==> src/hdl/exposure_countdown_controller_top_defines.svh <==
// Assertion macros for the exposure countdown controller RTL.
// Needs a clock named clock and an active-high reset named reset in scope.
`ifndef EXPOSURE_COUNTDOWN_CONTROLLER_TOP_DEFINES_SVH
`define EXPOSURE_COUNTDOWN_CONTROLLER_TOP_DEFINES_SVH

// Same-cycle implication, ignored while reset is high.
`define ECC_ASSERT_IMP(name, ante, cons, msg) \
   name: assert property (@(posedge clock) disable iff (reset) (ante) |-> (cons)) \
      else $error(msg);

// Next-cycle implication, ignored while reset is high.
`define ECC_ASSERT_NEXT(name, ante, cons, msg) \
   name: assert property (@(posedge clock) disable iff (reset) (ante) |=> (cons)) \
      else $error(msg);

`endif

==> src/hdl/ecc_pkg.sv <==
// Shared types and constants for the exposure countdown controller.
// No dependencies; compiled first.
`default_nettype none

package ecc_pkg;

   localparam int CMD_W       = 3;
   localparam int MODE_W      = 3;
   localparam int MINSEC_W    = 6;
   localparam int STEP_W      = 8;
   localparam int MAXSEC_W    = 12;
   localparam int PRESS_W     = 3;
   localparam int REM_W       = 12;   // seconds within one hour, below 3600
   localparam int QUOT_W      = 5;    // whole hours in a 16-bit time, at most 18
   localparam int CSR_INDEX_W = 2;
   localparam int CSR_DATA_W  = 12;

   localparam int SECS_PER_HOUR = 3600;
   localparam int SECS_PER_MIN  = 60;

   // floor(2^28 / 3600): under-estimates the hour count by at most one for
   // any time below 2^16, fixed by one compare and subtract
   localparam int HOUR_RECIP       = 74565;
   localparam int HOUR_RECIP_W     = 17;
   localparam int HOUR_RECIP_SHIFT = 28;

   // ceil(2^17 / 60): exact for any value below 3600
   localparam int MIN_RECIP       = 2185;
   localparam int MIN_RECIP_W     = 12;
   localparam int MIN_RECIP_SHIFT = 17;

   localparam logic [STEP_W-1:0]   STEP_SECONDS_RST  = 8'd5;
   localparam logic [MAXSEC_W-1:0] MAX_SECONDS_RST   = 12'd3595;
   localparam logic [PRESS_W-1:0]  SPECIAL_PRESS_RST = 3'd5;

   typedef enum logic [CMD_W-1:0] {
      CMD_TICK  = 3'd0,
      CMD_EDIT  = 3'd1,
      CMD_START = 3'd2,
      CMD_STOP  = 3'd3,
      CMD_STEP  = 3'd4
   } cmd_type;

   typedef enum logic [CSR_INDEX_W-1:0] {
      CSR_STEP_SECONDS  = 2'd0,
      CSR_MAX_SECONDS   = 2'd1,
      CSR_SPECIAL_PRESS = 2'd2
   } csr_index_type;

   typedef struct packed {
      logic [STEP_W-1:0]   step_seconds;
      logic [MAXSEC_W-1:0] max_seconds;
      logic [PRESS_W-1:0]  special_press_count;
   } cfg_type;

   typedef struct packed {
      logic [MODE_W-1:0] mode;
      logic              led_on;
      logic              blink_active;
      logic              done_pulse;
      logic              special_pulse;
   } flags_type;

endpackage

`default_nettype wire

==> src/hdl/ecc_if.sv <==
// Valid/ready channel interfaces for event items and result items.
// Depends on ecc_pkg for field widths.
`default_nettype none

interface ecc_req_if;
   logic                      valid;
   logic                      ready;
   logic [ecc_pkg::CMD_W-1:0] cmd;
   logic                      step_up;

   modport source (output valid, output cmd, output step_up, input ready);
   modport sink   (input valid, input cmd, input step_up, output ready);
endinterface

interface ecc_rsp_if;
   logic                         valid;
   logic                         ready;
   logic [ecc_pkg::MODE_W-1:0]   mode;
   logic                         led_on;
   logic                         blink_active;
   logic [ecc_pkg::MINSEC_W-1:0] shown_minutes;
   logic [ecc_pkg::MINSEC_W-1:0] shown_seconds;
   logic                         done_pulse;
   logic                         special_pulse;

   modport source (output valid, output mode, output led_on, output blink_active,
                   output shown_minutes, output shown_seconds, output done_pulse,
                   output special_pulse, input ready);
   modport sink   (input valid, input mode, input led_on, input blink_active,
                   input shown_minutes, input shown_seconds, input done_pulse,
                   input special_pulse, output ready);
endinterface

`default_nettype wire

==> src/hdl/exposure_countdown_controller_top.sv <==
// Top level of the exposure countdown controller: channels, config registers
// and pipeline control. Depends on ecc_pkg, ecc_if, ecc_core, ecc_hour_rem, ecc_minsec.
//
//   channel    | direction | carries
//   -----------+-----------+----------------------------------------------
//   req_chan   | in        | event item: cmd, step_up
//   rsp_chan   | out       | result item: mode, lamps, minutes, seconds, pulses
//   csr_*      | in        | register writes, no read-back
//
// One item per cycle sustained while rsp_chan is ready; a result passes the input
// register, state update, hour remainder and minute split after its item is taken.
// Reset is synchronous: mode idle, times and press count zero, registers at
// their defaults; no memory to clear.
// A stalled rsp_chan holds its item; up to four items queue in the pipeline
// before req_chan.ready drops.
`default_nettype none

module exposure_countdown_controller_top #(
   parameter int TIME_BITS = 12
) (
   input  logic                                  clock,
   input  logic                                  reset,
   ecc_req_if.sink                               req_chan,
   ecc_rsp_if.source                             rsp_chan,
   input  logic                                  csr_write_en,
   input  logic [ecc_pkg::CSR_INDEX_W-1:0]       csr_index,
   input  logic [ecc_pkg::CSR_DATA_W-1:0]        csr_wdata
);
   import ecc_pkg::*;

   cfg_type               cfg_ff;

   logic                  in_valid_ff;
   logic [CMD_W-1:0]      cmd_ff;
   logic                  step_up_ff;
   logic                  core_valid_ff;
   logic                  rem_valid_ff;
   logic                  out_valid_ff;

   logic                  in_ready;
   logic                  core_ready;
   logic                  rem_ready;
   logic                  out_ready;

   flags_type             core_flags;
   logic [TIME_BITS-1:0]  core_shown;
   flags_type             rem_flags;
   logic [REM_W-1:0]      rem_secs;
   flags_type             out_flags;
   logic [MINSEC_W-1:0]   out_minutes;
   logic [MINSEC_W-1:0]   out_seconds;

   // a stage takes a new item when empty or when its item moves on
   assign out_ready  = !out_valid_ff  || rsp_chan.ready;
   assign rem_ready  = !rem_valid_ff  || out_ready;
   assign core_ready = !core_valid_ff || rem_ready;
   assign in_ready   = !in_valid_ff   || core_ready;

   always_ff @(posedge clock) begin
      if (reset) begin
         cfg_ff.step_seconds        <= STEP_SECONDS_RST;
         cfg_ff.max_seconds         <= MAX_SECONDS_RST;
         cfg_ff.special_press_count <= SPECIAL_PRESS_RST;
      end else if (csr_write_en) begin
         case (csr_index)
            CSR_STEP_SECONDS:  cfg_ff.step_seconds        <= csr_wdata[STEP_W-1:0];
            CSR_MAX_SECONDS:   cfg_ff.max_seconds         <= csr_wdata[MAXSEC_W-1:0];
            CSR_SPECIAL_PRESS: cfg_ff.special_press_count <= csr_wdata[PRESS_W-1:0];
            default: begin
            end
         endcase
      end
   end

   always_ff @(posedge clock) begin
      if (reset) begin
         in_valid_ff   <= 1'b0;
         core_valid_ff <= 1'b0;
         rem_valid_ff  <= 1'b0;
         out_valid_ff  <= 1'b0;
      end else begin
         if (in_ready) begin
            in_valid_ff <= req_chan.valid;
         end
         if (core_ready) begin
            core_valid_ff <= in_valid_ff;
         end
         if (rem_ready) begin
            rem_valid_ff <= core_valid_ff;
         end
         if (out_ready) begin
            out_valid_ff <= rem_valid_ff;
         end
      end
   end

   always_ff @(posedge clock) begin
      if (in_ready && req_chan.valid) begin
         cmd_ff     <= req_chan.cmd;
         step_up_ff <= req_chan.step_up;
      end
   end

   ecc_core #(
      .TIME_BITS (TIME_BITS)
   ) u_core (
      .clock   (clock),
      .reset   (reset),
      .load    (in_valid_ff && core_ready),
      .cmd     (cmd_ff),
      .step_up (step_up_ff),
      .cfg     (cfg_ff),
      .flags   (core_flags),
      .shown   (core_shown)
   );

   ecc_hour_rem #(
      .TIME_BITS (TIME_BITS)
   ) u_hour_rem (
      .clock     (clock),
      .load      (core_valid_ff && rem_ready),
      .shown     (core_shown),
      .flags     (core_flags),
      .rem       (rem_secs),
      .flags_out (rem_flags)
   );

   ecc_minsec u_minsec (
      .clock     (clock),
      .load      (rem_valid_ff && out_ready),
      .rem       (rem_secs),
      .flags     (rem_flags),
      .minutes   (out_minutes),
      .seconds   (out_seconds),
      .flags_out (out_flags)
   );

   assign req_chan.ready         = in_ready;
   assign rsp_chan.valid         = out_valid_ff;
   assign rsp_chan.mode          = out_flags.mode;
   assign rsp_chan.led_on        = out_flags.led_on;
   assign rsp_chan.blink_active  = out_flags.blink_active;
   assign rsp_chan.shown_minutes = out_minutes;
   assign rsp_chan.shown_seconds = out_seconds;
   assign rsp_chan.done_pulse    = out_flags.done_pulse;
   assign rsp_chan.special_pulse = out_flags.special_pulse;

endmodule

`default_nettype wire

==> src/hdl/ecc_core.sv <==
// Mode state machine, set time, elapsed count and stop-press counter.
// Registers the flags and shown time of each item; depends on ecc_pkg.
`default_nettype none
`include "exposure_countdown_controller_top_defines.svh"

module ecc_core #(
   parameter int TIME_BITS = 12
) (
   input  logic                          clock,
   input  logic                          reset,
   input  logic                          load,
   input  logic [ecc_pkg::CMD_W-1:0]     cmd,
   input  logic                          step_up,
   input  ecc_pkg::cfg_type              cfg,
   output ecc_pkg::flags_type            flags,
   output logic [TIME_BITS-1:0]          shown
);
   import ecc_pkg::*;

   localparam int LIM_W = (TIME_BITS > MAXSEC_W) ? TIME_BITS : MAXSEC_W;
   localparam logic [LIM_W-1:0] TIME_MAX = LIM_W'((2 ** TIME_BITS) - 1);

   typedef enum logic [MODE_W-1:0] {
      MODE_IDLE  = 3'd0,
      MODE_EDIT  = 3'd1,
      MODE_SET   = 3'd2,
      MODE_RUN   = 3'd3,
      MODE_PAUSE = 3'd4
   } mode_type;

   mode_type               mode_ff, mode_in;
   logic [TIME_BITS-1:0]   set_time_ff, set_time_in;
   logic [TIME_BITS-1:0]   elapsed_ff, elapsed_in;
   logic [PRESS_W-1:0]     stop_cnt_ff, stop_cnt_in;
   flags_type              flags_ff, flags_in;
   logic [TIME_BITS-1:0]   shown_ff, shown_in;

   logic [LIM_W-1:0]       max_ext;
   logic [TIME_BITS-1:0]   limit;
   logic [TIME_BITS-1:0]   step_ext;
   logic [TIME_BITS:0]     up_sum;
   logic [TIME_BITS-1:0]   up_time;
   logic [TIME_BITS-1:0]   down_time;
   logic [TIME_BITS-1:0]   elapsed_inc;
   logic [PRESS_W-1:0]     stop_cnt_inc;
   logic                   done;
   logic                   special;

   assign max_ext      = LIM_W'(cfg.max_seconds);
   assign limit        = (max_ext < TIME_MAX) ? TIME_BITS'(max_ext) : TIME_BITS'(TIME_MAX);
   assign step_ext     = TIME_BITS'(cfg.step_seconds);
   assign up_sum       = {1'b0, set_time_ff} + {1'b0, step_ext};
   // a lowered limit pulls a larger set time down on the next increase
   assign up_time      = (up_sum < {1'b0, limit}) ? up_sum[TIME_BITS-1:0] : limit;
   assign down_time    = (set_time_ff >= step_ext) ? set_time_ff - step_ext : '0;
   assign elapsed_inc  = elapsed_ff + TIME_BITS'(1);
   assign stop_cnt_inc = stop_cnt_ff + PRESS_W'(1);

   always_comb begin
      mode_in     = mode_ff;
      set_time_in = set_time_ff;
      elapsed_in  = elapsed_ff;
      stop_cnt_in = stop_cnt_ff;
      done        = 1'b0;
      special     = 1'b0;
      case (cmd)
         CMD_TICK: begin
            if (mode_ff == MODE_RUN) begin
               elapsed_in = elapsed_inc;
               if (elapsed_inc >= set_time_ff) begin
                  done        = 1'b1;
                  mode_in     = MODE_IDLE;
                  set_time_in = '0;
                  elapsed_in  = '0;
               end
            end
         end
         CMD_EDIT: begin
            case (mode_ff)
               MODE_IDLE, MODE_SET, MODE_PAUSE: begin
                  mode_in = MODE_EDIT;
               end
               MODE_EDIT: begin
                  if (set_time_ff == '0) begin
                     mode_in     = MODE_IDLE;
                     set_time_in = '0;
                     elapsed_in  = '0;
                  end else begin
                     mode_in = MODE_SET;
                  end
               end
               default: begin
               end
            endcase
         end
         CMD_START: begin
            if (mode_ff == MODE_SET || mode_ff == MODE_PAUSE) begin
               mode_in    = MODE_RUN;
               elapsed_in = '0;   // resuming restarts the full count
            end
         end
         CMD_STOP: begin
            if (mode_ff == MODE_IDLE) begin
               // count of zero fires when the counter wraps
               stop_cnt_in = stop_cnt_inc;
               if (stop_cnt_inc == cfg.special_press_count) begin
                  stop_cnt_in = '0;
                  special     = 1'b1;
                  set_time_in = '0;
                  elapsed_in  = '0;
               end
            end else if (mode_ff == MODE_RUN) begin
               mode_in = MODE_PAUSE;
            end else begin
               mode_in     = MODE_IDLE;
               set_time_in = '0;
               elapsed_in  = '0;
            end
         end
         CMD_STEP: begin
            if (mode_ff == MODE_EDIT) begin
               set_time_in = step_up ? up_time : down_time;
            end
         end
         default: begin
         end
      endcase

      if (mode_in == MODE_RUN || mode_in == MODE_PAUSE) begin
         shown_in = (elapsed_in <= set_time_in) ? set_time_in - elapsed_in : '0;
      end else begin
         shown_in = set_time_in;
      end

      flags_in.mode          = mode_in;
      flags_in.led_on        = (mode_in == MODE_RUN);
      flags_in.blink_active  = (mode_in == MODE_EDIT);
      flags_in.done_pulse    = done;
      flags_in.special_pulse = special;
   end

   always_ff @(posedge clock) begin
      if (reset) begin
         mode_ff     <= MODE_IDLE;
         set_time_ff <= '0;
         elapsed_ff  <= '0;
         stop_cnt_ff <= '0;
         flags_ff    <= '0;
         shown_ff    <= '0;
      end else if (load) begin
         mode_ff     <= mode_in;
         set_time_ff <= set_time_in;
         elapsed_ff  <= elapsed_in;
         stop_cnt_ff <= stop_cnt_in;
         flags_ff    <= flags_in;
         shown_ff    <= shown_in;
      end
   end

   assign flags = flags_ff;
   assign shown = shown_ff;

   `ECC_ASSERT_IMP(a_idle_clear, mode_ff == MODE_IDLE, set_time_ff == '0 && elapsed_ff == '0, "idle with time left")
   `ECC_ASSERT_NEXT(a_hold_state, !reset && !load, $stable(mode_ff) && $stable(set_time_ff) && $stable(elapsed_ff) && $stable(stop_cnt_ff), "state moved without an item")
   `ECC_ASSERT_IMP(a_done_idle, load && flags_in.done_pulse, mode_in == MODE_IDLE && mode_ff == MODE_RUN, "done outside a running count")
   `ECC_ASSERT_IMP(a_special_cnt, load && flags_in.special_pulse, stop_cnt_in == '0 && mode_ff == MODE_IDLE, "special pulse left a count")

endmodule

`default_nettype wire

==> src/hdl/ecc_hour_rem.sv <==
// Pipeline stage: shown time modulo one hour by reciprocal multiply.
// Depends on ecc_pkg; valid for times below 2^16.
`default_nettype none

module ecc_hour_rem #(
   parameter int TIME_BITS = 12
) (
   input  logic                        clock,
   input  logic                        load,
   input  logic [TIME_BITS-1:0]        shown,
   input  ecc_pkg::flags_type          flags,
   output logic [ecc_pkg::REM_W-1:0]   rem,
   output ecc_pkg::flags_type          flags_out
);
   import ecc_pkg::*;

   localparam int PROD_W = TIME_BITS + HOUR_RECIP_W;
   localparam int MUL_W  = QUOT_W + REM_W;

   logic [PROD_W-1:0]   prod;
   logic [PROD_W-1:0]   quot_full;
   logic [QUOT_W-1:0]   quot;
   logic [MUL_W-1:0]    quot_ext;
   logic [MUL_W-1:0]    hours_secs;
   logic [MUL_W-1:0]    rem_raw;
   logic [MUL_W-1:0]    rem_fix;
   logic [REM_W-1:0]    rem_ff, rem_in;
   flags_type           flags_ff;

   assign prod      = PROD_W'(shown) * PROD_W'(HOUR_RECIP);
   assign quot_full = prod >> HOUR_RECIP_SHIFT;
   assign quot      = quot_full[QUOT_W-1:0];
   assign quot_ext  = MUL_W'(quot);
   // 3600 = 4096 - 512 + 16
   assign hours_secs = (quot_ext << 12) - (quot_ext << 9) + (quot_ext << 4);
   assign rem_raw    = MUL_W'(shown) - hours_secs;
   assign rem_fix    = (rem_raw >= MUL_W'(SECS_PER_HOUR)) ?
                       rem_raw - MUL_W'(SECS_PER_HOUR) : rem_raw;
   assign rem_in     = rem_fix[REM_W-1:0];

   always_ff @(posedge clock) begin
      if (load) begin
         rem_ff   <= rem_in;
         flags_ff <= flags;
      end
   end

   assign rem       = rem_ff;
   assign flags_out = flags_ff;

endmodule

`default_nettype wire

==> src/hdl/ecc_minsec.sv <==
// Pipeline stage: splits seconds within the hour into minutes and seconds.
// Depends on ecc_pkg; drives the result register.
`default_nettype none

module ecc_minsec (
   input  logic                           clock,
   input  logic                           load,
   input  logic [ecc_pkg::REM_W-1:0]      rem,
   input  ecc_pkg::flags_type             flags,
   output logic [ecc_pkg::MINSEC_W-1:0]   minutes,
   output logic [ecc_pkg::MINSEC_W-1:0]   seconds,
   output ecc_pkg::flags_type             flags_out
);
   import ecc_pkg::*;

   localparam int PROD_W = REM_W + MIN_RECIP_W;

   logic [PROD_W-1:0]    prod;
   logic [PROD_W-1:0]    min_full;
   logic [MINSEC_W-1:0]  min_in;
   logic [REM_W-1:0]     min_ext;
   logic [REM_W-1:0]     min_secs;
   logic [REM_W-1:0]     sec_full;
   logic [MINSEC_W-1:0]  sec_in;
   logic [MINSEC_W-1:0]  minutes_ff;
   logic [MINSEC_W-1:0]  seconds_ff;
   flags_type            flags_ff;

   assign prod     = PROD_W'(rem) * PROD_W'(MIN_RECIP);
   assign min_full = prod >> MIN_RECIP_SHIFT;
   assign min_in   = min_full[MINSEC_W-1:0];
   assign min_ext  = REM_W'(min_in);
   // 60 = 64 - 4
   assign min_secs = (min_ext << 6) - (min_ext << 2);
   assign sec_full = rem - min_secs;
   assign sec_in   = sec_full[MINSEC_W-1:0];

   always_ff @(posedge clock) begin
      if (load) begin
         minutes_ff <= min_in;
         seconds_ff <= sec_in;
         flags_ff   <= flags;
      end
   end

   assign minutes   = minutes_ff;
   assign seconds   = seconds_ff;
   assign flags_out = flags_ff;

endmodule

`default_nettype wire
==> src/flat_wrapper.sv <==
// flat-port wrapper written by rule: the top's interface ports become plain ports
module exposure_countdown_controller_top_flat import ecc_pkg::*;
#(
   parameter int TIME_BITS = 12
)
  (clock, reset, csr_write_en, csr_index, csr_wdata, req_chan_valid, req_chan_cmd, req_chan_step_up, req_chan_ready, rsp_chan_valid, rsp_chan_mode, rsp_chan_led_on, rsp_chan_blink_active, rsp_chan_shown_minutes, rsp_chan_shown_seconds, rsp_chan_done_pulse, rsp_chan_special_pulse, rsp_chan_ready);
  ecc_req_if req_chan_i ();
  ecc_rsp_if rsp_chan_i ();
  input  logic clock;
  input  logic reset;
  input  logic csr_write_en;
  input  logic [ecc_pkg::CSR_INDEX_W-1:0] csr_index;
  input  logic [ecc_pkg::CSR_DATA_W-1:0] csr_wdata;
  input wire logic [$bits(req_chan_i.valid)-1:0] req_chan_valid;
  input wire logic [$bits(req_chan_i.cmd)-1:0] req_chan_cmd;
  input wire logic [$bits(req_chan_i.step_up)-1:0] req_chan_step_up;
  output wire logic [$bits(req_chan_i.ready)-1:0] req_chan_ready;
  output wire logic [$bits(rsp_chan_i.valid)-1:0] rsp_chan_valid;
  output wire logic [$bits(rsp_chan_i.mode)-1:0] rsp_chan_mode;
  output wire logic [$bits(rsp_chan_i.led_on)-1:0] rsp_chan_led_on;
  output wire logic [$bits(rsp_chan_i.blink_active)-1:0] rsp_chan_blink_active;
  output wire logic [$bits(rsp_chan_i.shown_minutes)-1:0] rsp_chan_shown_minutes;
  output wire logic [$bits(rsp_chan_i.shown_seconds)-1:0] rsp_chan_shown_seconds;
  output wire logic [$bits(rsp_chan_i.done_pulse)-1:0] rsp_chan_done_pulse;
  output wire logic [$bits(rsp_chan_i.special_pulse)-1:0] rsp_chan_special_pulse;
  input wire logic [$bits(rsp_chan_i.ready)-1:0] rsp_chan_ready;
  assign req_chan_i.valid = req_chan_valid;
  assign req_chan_i.cmd = req_chan_cmd;
  assign req_chan_i.step_up = req_chan_step_up;
  assign req_chan_ready = req_chan_i.ready;
  assign rsp_chan_valid = rsp_chan_i.valid;
  assign rsp_chan_mode = rsp_chan_i.mode;
  assign rsp_chan_led_on = rsp_chan_i.led_on;
  assign rsp_chan_blink_active = rsp_chan_i.blink_active;
  assign rsp_chan_shown_minutes = rsp_chan_i.shown_minutes;
  assign rsp_chan_shown_seconds = rsp_chan_i.shown_seconds;
  assign rsp_chan_done_pulse = rsp_chan_i.done_pulse;
  assign rsp_chan_special_pulse = rsp_chan_i.special_pulse;
  assign rsp_chan_i.ready = rsp_chan_ready;
  exposure_countdown_controller_top #(.TIME_BITS(TIME_BITS)) u_core (.clock(clock), .reset(reset), .req_chan(req_chan_i), .rsp_chan(rsp_chan_i), .csr_write_en(csr_write_en), .csr_index(csr_index), .csr_wdata(csr_wdata));
endmodule
==> config.mk <==
export PLATFORM = sky130hd
export DESIGN_NAME = exposure_countdown_controller_top_flat
export DESIGN_NICKNAME = d
export VERILOG_FILES = /design/src/hdl/ecc_pkg.sv /design/src/hdl/ecc_if.sv /design/src/hdl/exposure_countdown_controller_top.sv /design/src/hdl/ecc_core.sv /design/src/hdl/ecc_hour_rem.sv /design/src/hdl/ecc_minsec.sv /design/src/flat_wrapper.sv
export VERILOG_INCLUDE_DIRS = /design/src /design/src/hdl
export SDC_FILE = /design/constraint.sdc
export NUM_CORES = 1
export LEC_CHECK = 0
export BUFFER_PORTS_ARGS = -buffer_cell sky130_fd_sc_hd__buf_2
export CAP_MARGIN = 20
export CORE_UTILIZATION = 64
export CTS_CLUSTER_SIZE = 24
export DETAILED_ROUTE_END_ITERATION = 6
export PLACE_DENSITY_LB_ADDON = 0.05
export SLEW_MARGIN = 5
export SYNTH_ARGS = -nofsm -noshare
export SYNTH_HDL_FRONTEND = slang
export SYNTH_SLANG_ARGS = --single-unit
==> constraint.sdc <==
create_clock -name clock -period 8.7 [get_ports clock]
set_clock_uncertainty 0.05 [all_clocks]
set_input_delay 1.74 -clock clock [delete_from_list [all_inputs] [get_ports clock]]
set_output_delay 1.74 -clock clock [all_outputs]
set_load 0.03 [all_outputs]
==> flow_summary.toml, run 1 <==
[run_status]
outcome = "completed"

[yosys]
netlist_area_um2 = 11550
synth_top_area_share_pct = 24.05
seq_area_frac_synth_pct = 23.57
synth_most_common_cell = "ha_1"
synth_compound_area_share_pct = 17.37
ys.warnings.count = 0
ys_ff_latch = 115
synth_cells = 1300
synthXorXnorAreaFrac_pct = 4.593
synthSimpleGateAreaFrac_pct = 15.03
synthMuxAreaShare_pct = 0.6283
yosysUniqueCellTypes = 83
synth_top_family_by_area = "adder cells"
ys.flop_type = "dfxtp_1"
yosysTopAreaCell = "ha_1"
postSynth.asyncResetShare_pct = 0
synth_common_cells = "ha_1 (222), inv_1 (172), nor2_1 (105)"
synthTopCellsByArea = "ha_1 (24%), dfxtp_1 (13%), edfxtp_1 (11%)"
synth-edff-count = 42
synth_area_per_cell_um2 = 8.884
synthAdderAreaFrac_pct = 31.50
syn_nets = 1588

[clock_network]
clk_pin_slew_ns = 0.05
cts_setup_buffers = 0
cts_resized = 0
cts_made_buffers = 17
cts.sink_count = 115
cts_tree = "yes"
cts_root_buf = "clkbuf_16"
htreeDepth = 4
cts_hold_buf = 0
cts_max_path_buffers = 2
clk_latency_ns = 0.44

[timing]
setup_violations = 0
slew-limit-headroom_pct = 28.71
rsz0062_at_grt = "no"
tightest_slew_ns = 1.067
drv_slew = 0
fin_crit_sh_pct = 84.70
finalWorstSetupSlack_ns = 1.331
min_period_ns = 7.369
setup_tns_ns = 0
fmax_mhz = 135.7
hold_viol_final = 0

[finish]
diodes = 0
ff_latch_area_um2 = 2723
layout.cells.non_filler = 1563
drive_above_1_share_pct = 7.997
multiInputGateArea_um2 = 8009
area_growth_pct = 8.287
nets = 1613
fill_cells = 1398

[worst_setup_path]
cp_common_cell = "inv_1"
cp_max_fo = 10
r2r_slack_ns = 1.33
worstReg2RegStart = "u_core.u_core.shown[7]"
crit_end = "u_core.u_hour_rem.rem[8]"
max_stage_delay_ns = 0.55
critical_path_class = "flop to flop"
r2r_end = "u_core.u_hour_rem.rem[8]"
crit_path_start_kind = "flop"
required_ns = 8.81
critPathSlowestCell = "dfxtp_1"
reg2reg_depth = 29
worstPathArrival_ns = 7.48
worstSetupEndpointType = "flop"
critPathLaunch = "u_core.u_core.shown[7]"

[pwr]
power.share.combinational_pct = 27.4
p_clk_share_pct = 38.5
p_sw_uw = 603.0
p_per_area_nw_per_um2 = 146.9
p_int_uw = 1235
seqPwrFrac_pct = 34.1
irDropWorstVdd_mv = 0.1612
netSwitchingFraction_pct = 32.81
p_leak_uw = 0.005954

[routing]
drt_iter0_markers = 564
drtAntennaViolNets = 0
firstDrtPassIters = 5
routed_wl_mm = 27.78
drc_errors = 0
num_vias = 9570
vias_per_cell = 6.123
wire_per_inst_um = 17.78

[floorplanning]
fp-row-count = 48
boundaryPins = 44
die_h_um = 136.3
die_x_um = 136.3
start_util_pct = 66.09
core_um2 = 17480
die_area_um2 = 18590

[grt]
grt_pass1_vias = 9234
grt-ovfl-total = 0
track_usage_pct = 31.56
antenna_found_initial = 0
grt_max_degree = 57
grt_first_pass_wirelength_mm = 45.47

[placed_design]
dpl.cell_count = 1531
preCtsSetupSlack_ns = 1.352
dp_hpwl_mm = 21.76
io_buffers = 43
routabilityCongestion = 0.9700

[hold_path]
hold_depth = 0
hold_class = "flop to flop"

[run]
cap_violations = 0
layout make-up:
cell class / count / area share [%]
Multi-Input combinational cell: 969 / 64.04
Sequential cell: 115 / 21.77
Inverter: 173 / 5.192
Clock buffer: 19 / 3.631
Tap cell: 225 / 2.251
Timing Repair Buffer: 49 / 2.081
Clock inverter: 13 / 1.040
state kept, by name, indices dropped and copies added, names as in the netlist, 3 cells and up:
| name | flops |
|---|---|
| u_core.u_hour_rem.flags_out | 7 |
| u_core.u_core.set_time_ff | 12 |
| u_core.cmd_ff | 3 |
| u_core.cfg_ff | 23 |
| u_core.u_minsec.flags_out | 7 |
| u_core.u_core.stop_cnt_ff | 3 |
| u_core.u_core.elapsed_ff | 12 |
| u_core.u_core.shown | 12 |
| u_core.u_hour_rem.rem | 12 |
| u_core.u_minsec.seconds | 6 |
| u_core.u_core.flags | 7 |
| u_core.u_minsec.minutes | 6 |
cells by family (layout without fill, tap and decap cells):
logic type,Yosys count,count (layout)
simple gates,356,356
compound gates,282,282
fa+ha+maj,265,265
buf+inv,216,254
flops,115,115
xor+xnor,59,59
mux,7,7
per-stage QoR:
stage | util (%) | instance area [µm²] | total power [µW] | hold slack, ns
after floorplan | - | 11550 | 1009 | 0.3503
after global placement | 68.22 | 11920 | 1120 | 0.3507
after detailed placement | 68.22 | 11920 | 1132 | 0.3545
after CTS | 71.56 | 12510 | 1842 | 0.3690
after global routing | 71.56 | 12510 | 1937 | 0.3735
final | 71.56 | 12510 | 1838 | 0.3709
layout by cell type (no fill, tap or decap), types with 11 or more instances in the layout:
cell type	instances
a211oi_1	36
a21o_1	14
a21oi_1	58
a22oi_1	11
a31oi_1	11
and3_1	13
buf_2	43
clkbuf_16	18
dfxtp_1	73
edfxtp_1	42
fa_1	43
ha_1	222
inv_1	172
nand2_1	80
nand3_1	43
nand4_1	11
nor2_1	105
nor2b_1	11
nor3_1	29
o211ai_1	14
o21ai_0	37
xnor2_1	44
xor2_1	14
worst max-delay path, delay by kind of cell (launching register included):
kind	cells	cell delay, ns
XOR/XNOR	3	0.48
adder cells (fa/ha/maj)	8	2.95
AO/OA/AOI/OAI	5	1.44
flip-flops	1	0.55
AND/OR/NAND/NOR	7	1.16
buffers and inverters	6	0.46
how the worst min path moves through the flow:
stage,startpoint,slack (ns),endpoint
3_3_place_gp,u_core.u_hour_rem.flags_out[1],0.35,u_core.u_minsec.flags_out[1]
4_1_cts,u_core.u_hour_rem.flags_out[4],0.37,u_core.u_minsec.flags_out[4]
2_1_floorplan,u_core.u_hour_rem.flags_out[0],0.35,u_core.u_minsec.flags_out[0]
6_report,u_core.u_hour_rem.flags_out[4],0.37,u_core.u_minsec.flags_out[4]
5_1_grt,u_core.u_hour_rem.flags_out[6],0.37,u_core.u_minsec.flags_out[6]
3_5_place_dp,u_core.u_hour_rem.flags_out[4],0.35,u_core.u_minsec.flags_out[4]
routing by layer:
layer  GRT usage (%)  share of wire, %
met1           38.02                43
met2           55.27                49
met3           5.406               4.3
met4           12.96               3.4
met5               0                 0
power groups by stage:
stage          combinational (µW)  sequential [µW]  clock (µW)
6_report                      504              626         708
4_1_cts                       503              625         714
3_3_place_gp                  484              636           0
5_1_grt                       572              630         736
3_5_place_dp                  495              636           0
2_1_floorplan                 386              623           0
Power figures use the tool's default switching activity.
==> run 2: changes to the inputs <==
--- a/config.mk
+++ b/config.mk
@@ -6,6 +6,7 @@
 export SDC_FILE = /design/constraint.sdc
 export NUM_CORES = 1
 export LEC_CHECK = 0
+export ABC_AREA = 1
 export BUFFER_PORTS_ARGS = -buffer_cell sky130_fd_sc_hd__buf_2
 export CAP_MARGIN = 20
 export CORE_UTILIZATION = 64
==> constraint.sdc (replaced) <==
create_clock -name clock -period 7.59 [get_ports clock]
set_clock_uncertainty 0.05 [all_clocks]
set_input_delay 1.518 -clock clock [delete_from_list [all_inputs] [get_ports clock]]
set_output_delay 1.518 -clock clock [all_outputs]
set_load 0.03 [all_outputs]
==> flow_summary.toml, run 2 <==
[run_status]
outcome = "completed"

[routing]
wl_met1_mm = 13.13
firstDrtPassIters = 5
drtAntennaViolNets = 0
dr_wl_met3_mm = 1.571
highest_layer = "met4"
drc_errors = 0
vias_per_cell = 5.541
num_vias = 10440
wire_per_inst_um = 15.02
drt_iter0_markers = 701
met2_wirelength_mm = 13.03
routed_wl_mm = 28.30

[clock_network]
cts_max_path_buffers = 2
cts.sink_count = 115
cts_resized = 0
cts_hold_buf = 0
clk_pin_slew_ns = 0.06
cts_tree = "yes"
cts_setup_buffers = 0
cts_root_buf = "clkbuf_16"
cts_made_buffers = 17
clk_latency_ns = 0.43
htreeDepth = 4

[yosys]
yosysUniqueCellTypes = 50
synth_cells = 1616
ys_ff_latch = 115
syn_nets = 1904
synth_area_per_cell_um2 = 7.492
synthTopCellsByArea = "ha_1 (23%), dfxtp_1 (12%), edfxtp_1 (10%)"
ys.warnings.count = 0
seq_area_frac_synth_pct = 22.49
netlist_area_um2 = 12110
ys.flop_type = "dfxtp_1"
postSynth.asyncResetShare_pct = 0
synth-edff-count = 42
yosysTopAreaCell = "ha_1"
synth_most_common_cell = "inv_1"
synth_top_area_share_pct = 22.94
synth_common_cells = "inv_1 (313), nand2_1 (307), ha_1 (222)"

[grt]
grt_pass1_vias = 10120
grt-ovfl-total = 0
grt_first_pass_wirelength_mm = 48.40
track_usage_pct = 30.91
grt_max_degree = 65
antenna_found_initial = 0

[floorplanning]
die_area_um2 = 19470
die_x_um = 139.5
core_um2 = 18270
boundaryPins = 44
die_h_um = 139.5
start_util_pct = 66.27
fp-row-count = 49

[worst_setup_path]
required_ns = 7.71
worstPathArrival_ns = 7.11
worstSetupEndpointType = "flop"
cp_max_fo = 9
cp.buffers_inverters = 9
critical_path_class = "flop to flop"
max_stage_delay_ns = 0.54
cp_common_cell = "inv_1"
crit_path_start_kind = "flop"
cpLargestDelayFamily = "adder cells"
critPathSlowestCell = "fa_1"

[pwr]
p_leak_uw = 0.006938
p_per_area_nw_per_um2 = 163.4
power_uw = 2132
irDropWorstVdd_mv = 0.1080

[timing]
worst_hold_slack_ns = 0.3680
fin_crit_sh_pct = 92.09
setup_violations = 0
tightest_slew_ns = 0.9192
fmax_mhz = 143.1
hold_viol_final = 0
rsz0062_at_grt = "no"
setup_tns_ns = 0
slew-limit-headroom_pct = 38.65
min_period_ns = 6.989
drv_slew = 0

[placed_design]
io_buffers = 43
dp_hpwl_mm = 22.25
place_area_um2 = 12430
routabilityCongestion = 0.9490

[finish]
nets = 1930
design_area_um2 = 13050
largest_reg_flops = 23
top_register = "u_core.cfg_ff"
diodes = 0
area_growth_pct = 7.751
drive_above_1_share_pct = 7.734
layout_common_cells = "inv_1 (313), nand2_1 (306), ha_1 (222)"
final_common_cell = "inv_1"
finish.utilization_pct = 71.41

[hold_path]
hold_class = "flop to flop"

[run]
cap_violations = 0
run 2: cell count changes after synthesis, moves of 24 or more:
| cell | before | now |
|---|---|---|
| nor2_1 | 105 | 81 |
| xnor2_1 | 44 | 9 |
| a211oi_1 | 36 | 5 |
| inv_1 | 172 | 313 |
| nand2_1 | 80 | 307 |
| o21ai_0 | 37 | 67 |
| nand3_1 | 43 | 82 |
| a21oi_1 | 58 | 134 |
run 2: path summary, 6_finish.rpt:
check | cells past startpoint | start | to | slack, ns
min | 0 | u_core.u_hour_rem.flags_out[4] | u_core.u_minsec.flags_out[4] | 0.37
max | 33 | u_core.u_core.shown[7] | u_core.u_hour_rem.rem[11] | 0.60
min reg2reg | 0 | u_core.u_hour_rem.flags_out[4] | u_core.u_minsec.flags_out[4] | 0.37
max reg2reg | 33 | u_core.u_core.shown[7] | u_core.u_hour_rem.rem[11] | 0.60
run 2: metrics by stage:
stage	instances	worst slack, ns
3_3_place_gp	1852	1.036
6_report	1884	0.6005
3_5_place_dp	1852	0.7265
5_1_grt	1884	0.07365
2_1_floorplan	1616	1.507
4_1_cts	1884	0.6744
run 2: kinds of logic (layout without fill, tap and decap cells):
kind of cell | count (synthesis) | count (layout) | synth area share [%]
AO/OA/AOI/OAI | 276 | 276 | 12.86
adder cells (fa/ha/maj) | 265 | 265 | 30.05
flip-flops | 115 | 115 | 22.49
XOR/XNOR | 43 | 43 | 3.111
AND/OR/NAND/NOR | 551 | 551 | 19.71
buffers and inverters | 366 | 405 | 11.79
run 2: layout make-up:
class	instances	area [µm²]
inverter	328	1231
timing repair buffer	45	230.2
clock inverter	10	118.9
clock buffer	22	496.7
tap	229	286.5
sequential	115	2723
multi-input combinational	1135	7960
fill	1518	5224
run 2: report_power, final:
group | internal (µW) | total, µW | switching, µW
Clock | 532 | 829 | 297
Sequential | 674 | 705 | 30.3
Combinational | 216 | 598 | 382
Total | 1420 | 2130 | 710
run 2: layer usage:
metal	up-vias	track usage, %
li1	5313	-
met1	4804	41.83
met2	279	51.04
met3	44	4.336
met4	0	9.774
met5	-	0
